## src/design/i2cseq_pkg.sv

```systemverilog
// Shared types and constants for the I2C master transaction sequencer.
// No dependencies; used by the control module and the top level.
`default_nettype none

package i2cseq_pkg;

  // Receive buffer depth and the derived receive limit.
  localparam int BUFFER_DEPTH = 32;
  localparam int RX_LIMIT     = (BUFFER_DEPTH < 32) ? BUFFER_DEPTH : 32;

  // Transmit store geometry.
  localparam int TX_SLOTS = 32;
  localparam int TX_AW    = $clog2(TX_SLOTS);

  localparam logic [5:0] IDX_MAX = 6'd63;

  // Request kinds.
  localparam logic [1:0] ACT_LOAD  = 2'd0;
  localparam logic [1:0] ACT_START = 2'd1;
  localparam logic [1:0] ACT_EVENT = 2'd2;

  // Configuration register indices.
  localparam logic [1:0] CFG_DEV_ADDR = 2'd0;
  localparam logic [1:0] CFG_WR_COUNT = 2'd1;
  localparam logic [1:0] CFG_RD_COUNT = 2'd2;

  // Acknowledge control codes.
  localparam logic [1:0] ACK_KEEP     = 2'd0;
  localparam logic [1:0] ACK_ASSERT   = 2'd1;
  localparam logic [1:0] ACK_WITHDRAW = 2'd2;

  // Bus engine status codes.
  localparam logic [7:0] ST_START        = 8'h08;
  localparam logic [7:0] ST_RESTART      = 8'h10;
  localparam logic [7:0] ST_SLAW_ACK     = 8'h18;
  localparam logic [7:0] ST_SLAW_NACK    = 8'h20;
  localparam logic [7:0] ST_TXDATA_ACK   = 8'h28;
  localparam logic [7:0] ST_TXDATA_NACK  = 8'h30;
  localparam logic [7:0] ST_ARB_LOST     = 8'h38;
  localparam logic [7:0] ST_SLAR_ACK     = 8'h40;
  localparam logic [7:0] ST_SLAR_NACK    = 8'h48;
  localparam logic [7:0] ST_RXDATA_ACK   = 8'h50;
  localparam logic [7:0] ST_RXDATA_NACK  = 8'h58;

  typedef enum logic [3:0] {
    PH_IDLE        = 4'd0,
    PH_START       = 4'd1,
    PH_RESTART     = 4'd2,
    PH_SLAVE_ACK   = 4'd3,
    PH_SLAVE_NACK  = 4'd4,
    PH_REP_START   = 4'd5,
    PH_MASTER_ACK  = 4'd6,
    PH_MASTER_NACK = 4'd7,
    PH_ERROR       = 4'd8
  } phase_t;

  typedef struct packed {
    logic [5:0] wr_idx;
    logic [5:0] rd_idx;
    phase_t     phase;
    logic       busy;
  } seq_state_t;

  typedef struct packed {
    logic [6:0] dev_addr;
    logic [5:0] wr_count;
    logic [5:0] rd_count;
  } seq_cfg_t;

  // One result; tx_fetch selects the store read data for tx_byte.
  typedef struct packed {
    logic       tx_valid;
    logic [7:0] tx_byte;
    logic       tx_fetch;
    logic       tx_beyond;
    logic       set_start;
    logic       clear_start;
    logic       set_stop;
    logic [1:0] ack_control;
    logic       rx_valid;
    logic [4:0] rx_index;
    logic [7:0] rx_byte;
    logic       overflow;
    logic       done_res;
    logic [3:0] final_status;
  } seq_result_t;

endpackage

`default_nettype wire

```

## src/design/i2c_master_transaction_sequencer.sv

```systemverilog
// Top level of the I2C master transaction sequencer: transmit store, state, result register.
// Depends on i2cseq_pkg and i2cseq_ctrl.
`default_nettype none

// The sequencer drives the master side of an I2C write, read or
// write-restart-read transaction. Software loads transmit bytes with load
// requests, then issues a start request; after that every bus status event
// from the engine is answered with one result carrying the byte for the data
// register, start/stop/acknowledge controls, any received byte with its
// position, and a done flag with the final phase. Every request, including
// loads and ignored starts, produces exactly one result. One request is
// accepted per clock cycle while the output register is empty or being
// drained; its result and the transmit store read, made at the current
// write index, are both registered when the request is accepted. The
// output register lets a new request enter in the same cycle the previous
// result is taken, so with out_ready held high the block runs at one request
// per cycle. The transmit store is not cleared by reset; sending a byte from
// an entry that was never loaded gives an unspecified value. Configuration
// writes are always accepted and take effect for the next request.

module i2c_master_transaction_sequencer (
  input  logic       clk,
  input  logic       rst_n,

  input  logic       in_valid,
  output logic       in_ready,
  input  logic [1:0] in_action,
  input  logic [4:0] in_load_index,
  input  logic [7:0] in_load_byte,
  input  logic [7:0] in_status_code,
  input  logic [7:0] in_rx_data,

  output logic       out_valid,
  input  logic       out_ready,
  output logic       out_tx_valid,
  output logic [7:0] out_tx_byte,
  output logic       out_set_start,
  output logic       out_clear_start,
  output logic       out_set_stop,
  output logic [1:0] out_ack_control,
  output logic       out_rx_valid,
  output logic [4:0] out_rx_index,
  output logic [7:0] out_rx_byte,
  output logic       out_overflow,
  output logic       out_done_res,
  output logic [3:0] out_final_status,

  input  logic       cfg_valid,
  output logic       cfg_ready,
  input  logic [1:0] cfg_index,
  input  logic [6:0] cfg_data
);
  import i2cseq_pkg::*;

  seq_state_t  state_r;
  seq_state_t  state_nxt;
  seq_cfg_t    cfg_r;
  seq_result_t res_nxt;
  seq_result_t res_r;
  logic        out_valid_r;
  logic        in_acc;
  logic        load_en;

  // Transmit store: one write port for loads, one registered read port.
  logic [7:0]       tx_mem [TX_SLOTS];
  logic [7:0]       mem_q_r;
  logic [TX_AW-1:0] rd_addr;

  // A request is taken whenever the output register is empty or being drained.
  assign in_ready  = !out_valid_r || out_ready;
  assign in_acc    = in_valid && in_ready;
  assign load_en   = in_acc && (in_action == ACT_LOAD);
  assign cfg_ready = 1'b1;

  // The store is read at the write index every accepted request; only fetching
  // events use the data. A load never shares an edge with another request, so
  // no forwarding between the write and read ports is needed.
  assign rd_addr = state_r.wr_idx[TX_AW-1:0];

  always_ff @(posedge clk) begin
    if (load_en) begin
      tx_mem[in_load_index] <= in_load_byte;
    end
    if (in_acc) begin
      mem_q_r <= tx_mem[rd_addr];
    end
  end

  i2cseq_ctrl u_ctrl (
    .action      (in_action),
    .status_code (in_status_code),
    .rx_data     (in_rx_data),
    .st          (state_r),
    .cfg         (cfg_r),
    .st_nxt      (state_nxt),
    .res         (res_nxt)
  );

  // Sequencer state, including the phase register.
  always_ff @(posedge clk) begin
    if (!rst_n) begin
      state_r <= '{wr_idx: 6'd0, rd_idx: 6'd0, phase: PH_IDLE, busy: 1'b0};
    end else if (in_acc) begin
      state_r <= state_nxt;
    end
  end

  // Configuration registers.
  always_ff @(posedge clk) begin
    if (!rst_n) begin
      cfg_r <= '0;
    end else if (cfg_valid) begin
      unique case (cfg_index)
        CFG_DEV_ADDR: cfg_r.dev_addr <= cfg_data;
        CFG_WR_COUNT: cfg_r.wr_count <= cfg_data[5:0];
        CFG_RD_COUNT: cfg_r.rd_count <= cfg_data[5:0];
        default: begin
        end
      endcase
    end
  end

  // Output register.
  always_ff @(posedge clk) begin
    if (!rst_n) begin
      out_valid_r <= 1'b0;
    end else if (in_acc) begin
      out_valid_r <= 1'b1;
    end else if (out_ready) begin
      out_valid_r <= 1'b0;
    end
  end

  always_ff @(posedge clk) begin
    if (in_acc) begin
      res_r <= res_nxt;
    end
  end

  assign out_valid        = out_valid_r;
  assign out_tx_valid     = res_r.tx_valid;
  // A fetched byte comes from the store; an index beyond the store sends zero.
  assign out_tx_byte      = res_r.tx_fetch ? (res_r.tx_beyond ? 8'd0 : mem_q_r)
                                           : res_r.tx_byte;
  assign out_set_start    = res_r.set_start;
  assign out_clear_start  = res_r.clear_start;
  assign out_set_stop     = res_r.set_stop;
  assign out_ack_control  = res_r.ack_control;
  assign out_rx_valid     = res_r.rx_valid;
  assign out_rx_index     = res_r.rx_index;
  assign out_rx_byte      = res_r.rx_byte;
  assign out_overflow     = res_r.overflow;
  assign out_done_res     = res_r.done_res;
  assign out_final_status = res_r.final_status;

endmodule

`default_nettype wire

```

## src/design/i2cseq_ctrl.sv

```systemverilog
// Decision logic of the I2C master transaction sequencer: next state and result.
// Depends on i2cseq_pkg.
`default_nettype none

module i2cseq_ctrl (
  input  logic [1:0]              action,
  input  logic [7:0]              status_code,
  input  logic [7:0]              rx_data,
  input  i2cseq_pkg::seq_state_t  st,
  input  i2cseq_pkg::seq_cfg_t    cfg,
  output i2cseq_pkg::seq_state_t  st_nxt,
  output i2cseq_pkg::seq_result_t res
);
  import i2cseq_pkg::*;

  logic [7:0] addr_w;
  logic [5:0] wi_bump;
  logic [5:0] ri_bump;
  logic       recv;

  assign addr_w  = {cfg.dev_addr, 1'b0};
  assign wi_bump = (st.wr_idx < IDX_MAX) ? st.wr_idx + 6'd1 : IDX_MAX;
  assign ri_bump = (st.rd_idx < IDX_MAX) ? st.rd_idx + 6'd1 : IDX_MAX;

  always_comb begin
    st_nxt = st;
    res    = '0;
    recv   = 1'b0;
    unique case (action)
      ACT_LOAD: begin
      end
      ACT_START: begin
        if (!st.busy) begin
          st_nxt.busy   = 1'b1;
          res.set_start = 1'b1;
        end
      end
      ACT_EVENT: begin
        unique case (status_code)
          ST_START: begin
            st_nxt.phase    = PH_START;
            res.tx_valid    = 1'b1;
            res.clear_start = 1'b1;
            if (cfg.wr_count != 6'd0) begin
              st_nxt.wr_idx = 6'd0;
              res.tx_byte   = addr_w;
            end else begin
              st_nxt.rd_idx = 6'd0;
              res.tx_byte   = addr_w | 8'd1;
            end
          end
          ST_RESTART: begin
            st_nxt.phase    = PH_RESTART;
            st_nxt.rd_idx   = 6'd0;
            res.tx_valid    = 1'b1;
            res.tx_byte     = addr_w | 8'd1;
            res.clear_start = 1'b1;
          end
          ST_SLAW_ACK: begin
            res.tx_valid  = 1'b1;
            res.tx_fetch  = 1'b1;
            res.tx_beyond = (st.wr_idx >= 6'(TX_SLOTS));
            st_nxt.wr_idx = wi_bump;
            st_nxt.phase  = PH_SLAVE_ACK;
          end
          ST_SLAW_NACK, ST_TXDATA_NACK, ST_SLAR_NACK: begin
            st_nxt.phase = PH_SLAVE_NACK;
            res.set_stop = 1'b1;
            res.done_res = 1'b1;
          end
          ST_TXDATA_ACK: begin
            if (st.wr_idx < cfg.wr_count) begin
              res.tx_valid  = 1'b1;
              res.tx_fetch  = 1'b1;
              res.tx_beyond = (st.wr_idx >= 6'(TX_SLOTS));
              st_nxt.wr_idx = wi_bump;
              st_nxt.phase  = PH_SLAVE_ACK;
            end else if (cfg.rd_count != 6'd0) begin
              st_nxt.phase  = PH_REP_START;
              res.set_start = 1'b1;
            end else begin
              st_nxt.phase = PH_SLAVE_ACK;
              res.set_stop = 1'b1;
              res.done_res = 1'b1;
            end
          end
          ST_ARB_LOST: begin
            st_nxt.phase  = PH_START;
            st_nxt.wr_idx = 6'd0;
            st_nxt.rd_idx = 6'd0;
            res.set_start = 1'b1;
          end
          ST_SLAR_ACK: begin
            res.ack_control = (cfg.rd_count <= 6'd1) ? ACK_WITHDRAW : ACK_ASSERT;
          end
          ST_RXDATA_ACK: begin
            recv = 1'b1;
          end
          ST_RXDATA_NACK: begin
            recv         = 1'b1;
            st_nxt.phase = PH_MASTER_NACK;
            res.set_stop = 1'b1;
            res.done_res = 1'b1;
          end
          default: begin
            // Any unknown status is handled as a bus error.
            st_nxt.wr_idx = 6'd0;
            st_nxt.rd_idx = 6'd0;
            st_nxt.phase  = PH_ERROR;
            res.set_stop  = 1'b1;
            res.done_res  = 1'b1;
          end
        endcase

        if (recv) begin
          if ({1'b0, st.rd_idx} < 7'(RX_LIMIT)) begin
            res.rx_valid = 1'b1;
            res.rx_index = st.rd_idx[4:0];
            res.rx_byte  = rx_data;
          end else begin
            res.overflow = 1'b1;
          end
          st_nxt.rd_idx = ri_bump;
          if (status_code == ST_RXDATA_ACK) begin
            if (({1'b0, ri_bump} + 7'd1) < {1'b0, cfg.rd_count}) begin
              st_nxt.phase    = PH_MASTER_ACK;
              res.ack_control = ACK_ASSERT;
            end else begin
              st_nxt.phase    = PH_MASTER_NACK;
              res.ack_control = ACK_WITHDRAW;
            end
          end
        end

        if (res.done_res) begin
          res.final_status = st_nxt.phase;
          st_nxt.wr_idx    = 6'd0;
          st_nxt.rd_idx    = 6'd0;
          st_nxt.phase     = PH_IDLE;
          st_nxt.busy      = 1'b0;
        end
      end
      default: begin
      end
    endcase
  end

endmodule

`default_nettype wire

```

## config.mk

```make
export PLATFORM = sky130hd
export DESIGN_NAME = i2c_master_transaction_sequencer
export DESIGN_NICKNAME = d
export VERILOG_FILES = /design/src/design/i2cseq_pkg.sv /design/src/design/i2c_master_transaction_sequencer.sv /design/src/design/i2cseq_ctrl.sv
export SDC_FILE = /design/constraint.sdc
export NUM_CORES = 1
export LEC_CHECK = 0
export ABC_AREA = 1
export BUFFER_PORTS_ARGS = -buffer_cell sky130_fd_sc_hd__buf_4
export CAP_MARGIN = 30
export CORE_MARGIN = 8
export CORE_UTILIZATION = 50
export DETAILED_ROUTE_END_ITERATION = 12
export PLACE_DENSITY = 0.71
export SYNTH_ARGS = -nofsm -noshare
export SYNTH_HDL_FRONTEND = slang
export SYNTH_SLANG_ARGS = --single-unit
```

## constraint.sdc

```tcl
create_clock -name clk -period 3.6 [get_ports clk]
set_input_delay 0.72 -clock clk [delete_from_list [all_inputs] [get_ports clk]]
set_output_delay 0.72 -clock clk [all_outputs]
set_load 0.02 [all_outputs]
```

==> flow_summary.yaml, run 1 <==
outcome:
  status: "completed"
finish:
  final_nets: 1462
  register_area_um2: 9700
  antenna_cells: 0
  final_cell_count_no_fill: 1809
  fin_area_um2: 16600
  multi_input_area_um2: 3850
  layout-drive-gt1-share_pct: 14.1
  area_growth_pct: 15.1
  filler_cell_count: 2378
logic_synthesis:
  yosys-top-cells-count: "299 x edfxtp_1, 253 x nor2_1, 186 x o21ai_0"
  ys_ff_latch: 335
  ys_async_sr_fraction_pct: 0
  synth-xor-area-share_pct: 0.244
  synth_most_common_cell: "edfxtp_1"
  synth_nets: 1388
  synth-simple-area-share_pct: 12.9
  synth_area_um2: 14400
  synth_flop_cell: "edfxtp_1"
  muxShareOfSynthArea_pct: 0
  synth_top_area_share_pct: 62.4
  synth_top_family_by_area: "simple AND/OR/NAND/NOR gates"
  synth_edf_count: 299
  avgSynthCellArea_um2: 10.9
  yosysSeqAreaShare_pct: 67.4
  synth_compound_area_share_pct: 12.0
  ys_types: 39
  synth_area_leader_cell: "edfxtp_1"
  synth_area_leaders: "edfxtp_1 62%, nor2_1 6.6%, o21ai_0 6.5%, dfxtp_1 5.0%, o22ai_1 3.4%"
  ys_warn_count: 0
  syn_inst: 1325
  yosys.area_share.adder_pct: 1.57
clock_network:
  htreeDepth: 2
  postCtsResizedCells: 0
  cts_tree: "done"
  cts_buffers: 35
  root_buffer: "clkbuf_16"
  post-cts-setup-buffers: 0
  clkSlewWorstSetupHoldPaths_ps: 60
  clock_latency_ps: 520
  cts.path.max_buffers: 3
  ctsHoldBuffers: 0
  cts_sinks: 335
placement:
  portBuffers: 80
  placed_cells: 1746
  place_area_um2: 15400
  dp_hpwl_um: 22500
  gp_congestion: 0.933
global_routing:
  first_global_vias: 9791
  antenna_found_initial: 1
  grt_first_pass_wirelength_um: 54000
  grt_max_degree: 73
  grtUsageTotal_pct: 20.5
  overflow: 0
timing:
  max_clock_freq_mhz: 354
  rsz0062_at_grt: "no"
  whs_ps: 455
  finalCritPeriodShare_pct: 78.5
  finalSetupViolCount: 0
  hold_viol_final: 0
  tightestPinTransition_ps: 978
  tns_ps: 0
  final.setup_skew_ps: 19.9
  min_period_ps: 2830
  slew_headroom_pct: 34.7
  finalMaxSlewViolations: 0
floorplan:
  rows: 62
  die_h_um: 186
  die_w_um: 186
  ios: 82
  dieArea_um2: 34500
  initial_utilization_pct: 50.4
  core_um2: 28500
job:
  max_cap_violations: 0
setup_path:
  critPathCaptureType: "register"
  cp.arrival_ps: 3090
  worst-path-max-fanout: 6
  path_cells: "ha_1 > nand3_1 > o21bai_1 > ha_1 > inv_1 > nor2_1 > nand2_1 > xor2_1 > inv_1 > ha_1 > nand2_1 > inv_1 > nand2_1 > nand2_1 > nand2_1 > nand2_1 > nand2_1 > and3_1"
  path_common_cell: "nand2_1"
  cpMaxStageDelayCell: "dfxtp_1"
  critical_path_class: "register to register"
  crit_required_ps: 3870
  slowest_delay_ps: 420
  crit_path_start_kind: "register"
pwr:
  power_frac_seq_pct: 50.2
  powerDensity_nw_per_um2: 520
  p_comb_share_pct: 7.2
  p_int_mw: 6.70
  max-vdd-ir-drop_mv: 0.600
  power.total_mw: 8.60
  p_sw_share_pct: 22.2
  clock_power_share_pct: 42.7
  p_leak_nw: 6.11
  switching_power_mw: 1.91
detailed_routing:
  final_antenna_net_count: 0
  first_pass_iters: 6
  drc: 0
  vias: 10200
  finalWirelength_um: 35500
  detail_route.iter0.violations: 1226
  wl_per_cell_um: 19.6
  viasPerCell: 5.66
min_path:
  hp-class: "register to register"
[worst paths after layout]
kind	slack (ps)	from	depth (start not counted)	to
worst max-delay path	770	state_r[5]	18	out_ack_control[0]
worst min-delay path	450	cfg_r[13]	2	cfg_r[13]
worst min register to register	450	cfg_r[13]	2	cfg_r[13]
worst max register to register	770	state_r[5]	18	out_ack_control[0]
[critical path: cells and delay by family, from the launching register on]
kind,cells,cell delay [ps]
xor gates and xnor gates,1,130
buffers and inverters,3,170
adders and majority gates,3,760
and+or+nand+nor,10,790
DFF,1,420
AOI/OAI and AO/OA,1,300
[cell type report]
cell class                 instances  area share, %
clock buffer                      47           5.94
clock inverter                    16           1.19
timing repair buffer             121           5.56
inverter                         112           2.56
multi-input combinational        794           23.3
tap                              384           2.90
sequential                       335           58.6
[stage by stage]
step,utilization [%],worst slack (ps)
finish,58.0,774
global placement,53.9,662
detailed placement,53.9,586
floorplan,-,1100
CTS,58.0,775
global route,58.0,498
[metal layers]
metal / part of all wire, % / global-route usage (%) / vias to the layer above
li1: - / - / 4772
met1: 41 / 27.2 / 4817
met2: 47 / 33.5 / 548
met3: 9.2 / 3.63 / 93
met4: 3.0 / 7.40 / 2
met5: 0.037 / 0 / -
[registers in the layout (all words and copies together) (netlist names)]
| name | flops |
|---|---|
| out_ack_control | 2 |
| out_final_status | 4 |
| out_set_start | 1 |
| state_r | 11 |
| rd_addr | 5 |
| out_tx_valid | 1 |
| out_rx_index | 5 |
| out_rx_valid | 1 |
| out_overflow | 1 |
| out_valid | 1 |
| res_r | 10 |
| cfg_r | 19 |
| mem_q_r | 8 |
| out_rx_byte | 8 |
| tx_mem | 256 |
| out_clear_start | 1 |
| out_set_stop | 1 |
[power groups by stage]
| stage | Clock [mW] | Combinational [mW] | Sequential, mW |
|---|---|---|---|
| after global routing | 3.87 | 0.672 | 4.32 |
| after global placement | 0 | 0.597 | 4.40 |
| final | 3.67 | 0.615 | 4.32 |
| after floorplan | 0 | 0.354 | 4.39 |
| after detailed placement | 0 | 0.606 | 4.40 |
| after CTS | 3.72 | 0.610 | 4.32 |
[cells in the final DEF, fill, tap and decap left out, types with 2 or more instances in the layout]
master,n
clkbuf_1,8
nand3_1,42
a21oi_1,43
o21ai_0,186
inv_2,5
nand2_1,118
clkinv_2,8
nand4_1,5
o21ai_1,10
clkbuf_8,2
nor2_2,5
dfxtp_1,34
clkinv_1,4
edfxtp_1,299
nor2_4,2
nor2_1,253
nor3_1,10
o22ai_1,78
buf_4,120
inv_1,103
bufinv_16,4
nand3_2,4
xor2_1,4
nand2_2,3
nand2_4,2
ha_1,18
clkbuf_16,37
[cells by family (layout without fill, tap and decap cells)]
group                    count (synthesis)  count (layout)
AO/OA/AOI/OAI                          323             323
buffers and inverters                  196             296
other                                    1               1
flip-flops                             335             335
adder cells (fa/ha/maj)                 18              18
XOR/XNOR                                 4               4
AND/OR/NAND/NOR                        448             448
(Power assumes the default switching activity.)
==> run 2: changes to the inputs <==
--- a/config.mk
+++ b/config.mk
@@ -11,7 +11,7 @@
 export CORE_MARGIN = 8
 export CORE_UTILIZATION = 50
 export DETAILED_ROUTE_END_ITERATION = 12
-export PLACE_DENSITY = 0.71
+export PLACE_DENSITY = 0.74
 export SYNTH_ARGS = -nofsm -noshare
 export SYNTH_HDL_FRONTEND = slang
 export SYNTH_SLANG_ARGS = --single-unit
==> constraint.sdc (replaced) <==
create_clock -name clk -period 2.5 [get_ports clk]
set_input_delay 0.5 -clock clk [delete_from_list [all_inputs] [get_ports clk]]
set_output_delay 0.5 -clock clk [all_outputs]
set_load 0.02 [all_outputs]
==> flow_summary.yaml, run 2 (synthesized netlist as in run 1, its figures left out) <==
setup_path:
  critPathCaptureType: "register"
  cp.arrival_ps: 2790
  slowest_delay_ps: 340
  path_cells: "buf_6 > ha_4 > nor2_4 > inv_2 > ha_4 > buf_4 > xor2_1 > inv_1 > ha_4 > nand2_1 > inv_1 > nand2_1 > nand2_1 > nand2_2 > nand2_2 > nand2_2 > nand2_2 > nand2_2 > and3_1"
  crit_required_ps: 2780
  crit_path_start_kind: "register"
  path_common_cell: "nand2_2"
  worst-path-max-fanout: 2
  critical_path_class: "register to register"
  cpMaxStageDelayCell: "dfxtp_2"
clock_network:
  ctsHoldBuffers: 0
  cts_tree: "done"
  cts.path.max_buffers: 3
  root_buffer: "clkbuf_16"
  cts_sinks: 335
  clkSlewWorstSetupHoldPaths_ps: 60
  htreeDepth: 2
  clock_latency_ps: 540
  cts_buffers: 36
placement:
  dp_slack_ps: -65.4
  dp_hpwl_um: 20800
  gp_congestion: 0.865
  place_area_um2: 15600
  portBuffers: 80
timing:
  rsz0062_at_grt: "yes"
  hold_viol_final: 0
  finalSetupViolCount: 1
  layout_setup_ws_ps: -13.9
  finalMaxSlewViolations: 0
  max_clock_freq_mhz: 398
  slew_headroom_pct: 53.7
  tightestPinTransition_ps: 689
  final.setup_skew_ps: 30.0
  min_period_ps: 2510
  finalCritPeriodShare_pct: 101
  tns_ps: -13.9
pwr:
  p_int_mw: 9.27
  powerDensity_nw_per_um2: 716
  p_sw_share_pct: 23.0
  power.total_mw: 12.0
  switching_power_mw: 2.76
  p_comb_share_pct: 7.7
  max-vdd-ir-drop_mv: 0.561
  clock_power_share_pct: 40.7
  p_leak_nw: 6.18
  power_frac_seq_pct: 51.6
global_routing:
  first_global_vias: 9580
  grtUsageTotal_pct: 19.1
  grt-busiest-layer: "met2"
  use_met3_pct: 3.12
  overflow: 0
  grt_max_degree: 133
  grt_first_pass_wirelength_um: 51300
  met2_usage_pct: 32.4
  grtUsageMet1_pct: 25.1
  antenna_found_initial: 0
detailed_routing:
  final_antenna_net_count: 0
  viasPerCell: 5.55
  detail_route.iter0.violations: 1054
  first_pass_iters: 5
  finalWirelength_um: 33500
  drc: 0
  wl_per_cell_um: 18.4
  vias: 10100
floorplan:
  ios: 82
  rows: 62
  die_h_um: 186
  dieArea_um2: 34500
  die_w_um: 186
  core_um2: 28500
  initial_utilization_pct: 50.4
finish:
  largest_reg_flops: 256
  antenna_cells: 0
  layout_commonest_cell: "edfxtp_1"
  regMostFlops: "tx_mem"
  final_cell_mix: "299 x edfxtp_1, 249 x nor2_1, 186 x o21ai_0"
  final_nets: 1482
  fin_area_um2: 16800
  layout-drive-gt1-share_pct: 16.6
  filler_cell_count: 2342
  utilization_pct: 58.8
  area_growth_pct: 16.8
  top_regs: "tx_mem x256, cfg_r x19, state_r x11"
outcome:
  status: "complete, but fails checks"
  failed_checks: "setup timing"
job:
  max_cap_violations: 0
min_path:
  hp-class: "input pin to register"
[run 2: cell types whose count changed in the layout (fill, tap and decap cells not counted), moves of 3 or more]
cell and change:
ha_1 -5, nand2_2 +6, buf_4 +13, inv_2 +3, inv_1 -3, clkinv_1 +3
nand2_1 -6, nor2_1 -4, buf_12 +4, ha_4 +5, bufinv_16 -4
[run 2: path summary, 6_finish.rpt]
check / from / end / depth (start not counted) / slack [ps]
max: state_r[6] / out_ack_control[0] / 19 / -10
min: in_rx_data[2] / out_rx_byte[2] / 3 / 280
max reg2reg: state_r[6] / out_ack_control[0] / 19 / -10
min reg2reg: cfg_r[16] / cfg_r[16] / 2 / 460
[run 2: timing repair]
action,CTS,global route
setup buffers,1,1
endpoints found under the hold margin,0,0
setup endpoints to repair,2,2
gates resized for setup,8,21
pin swaps,3,11
[run 2: worst max-delay path, delay by kind of cell (launching register included)]
family,cells,cell delay [ps]
simple gates,10,700
fa+ha+maj,3,670
buf+inv,5,430
flops,1,340
xor+xnor,1,130
[run 2: metal layers]
layer	wire length (um)	share of wire (%)
met1	13600	40
met3	2670	7.9
met4	728	2.2
met5	0	0
met2	16600	49
[run 2: cell type report]
class,instances,area (um2),share of cell area (%)
Clock buffer,44,973,5.80
Clock inverter,17,121,0.723
Inverter,112,424,2.53
Multi-Input combinational cell,794,3970,23.6
Sequential cell,335,9710,57.8
Tap cell,384,480,2.86
Timing Repair Buffer,140,1120,6.68
[run 2: power groups by stage]
stage	clock network, mW	registers (mW)	logic [mW]
detailed placement	0	6.32	0.886
finish	4.89	6.21	0.932
global route	5.19	6.21	1.02
CTS	4.98	6.20	0.894
global placement	0	6.32	0.867
floorplan	0	6.32	0.510
[run 2: stage by stage]
stage	cells	hold slack, ps
finish	1826	281
global route	1826	269
CTS	1825	266
detailed placement	1763	450
global placement	1763	442
floorplan	1325	430
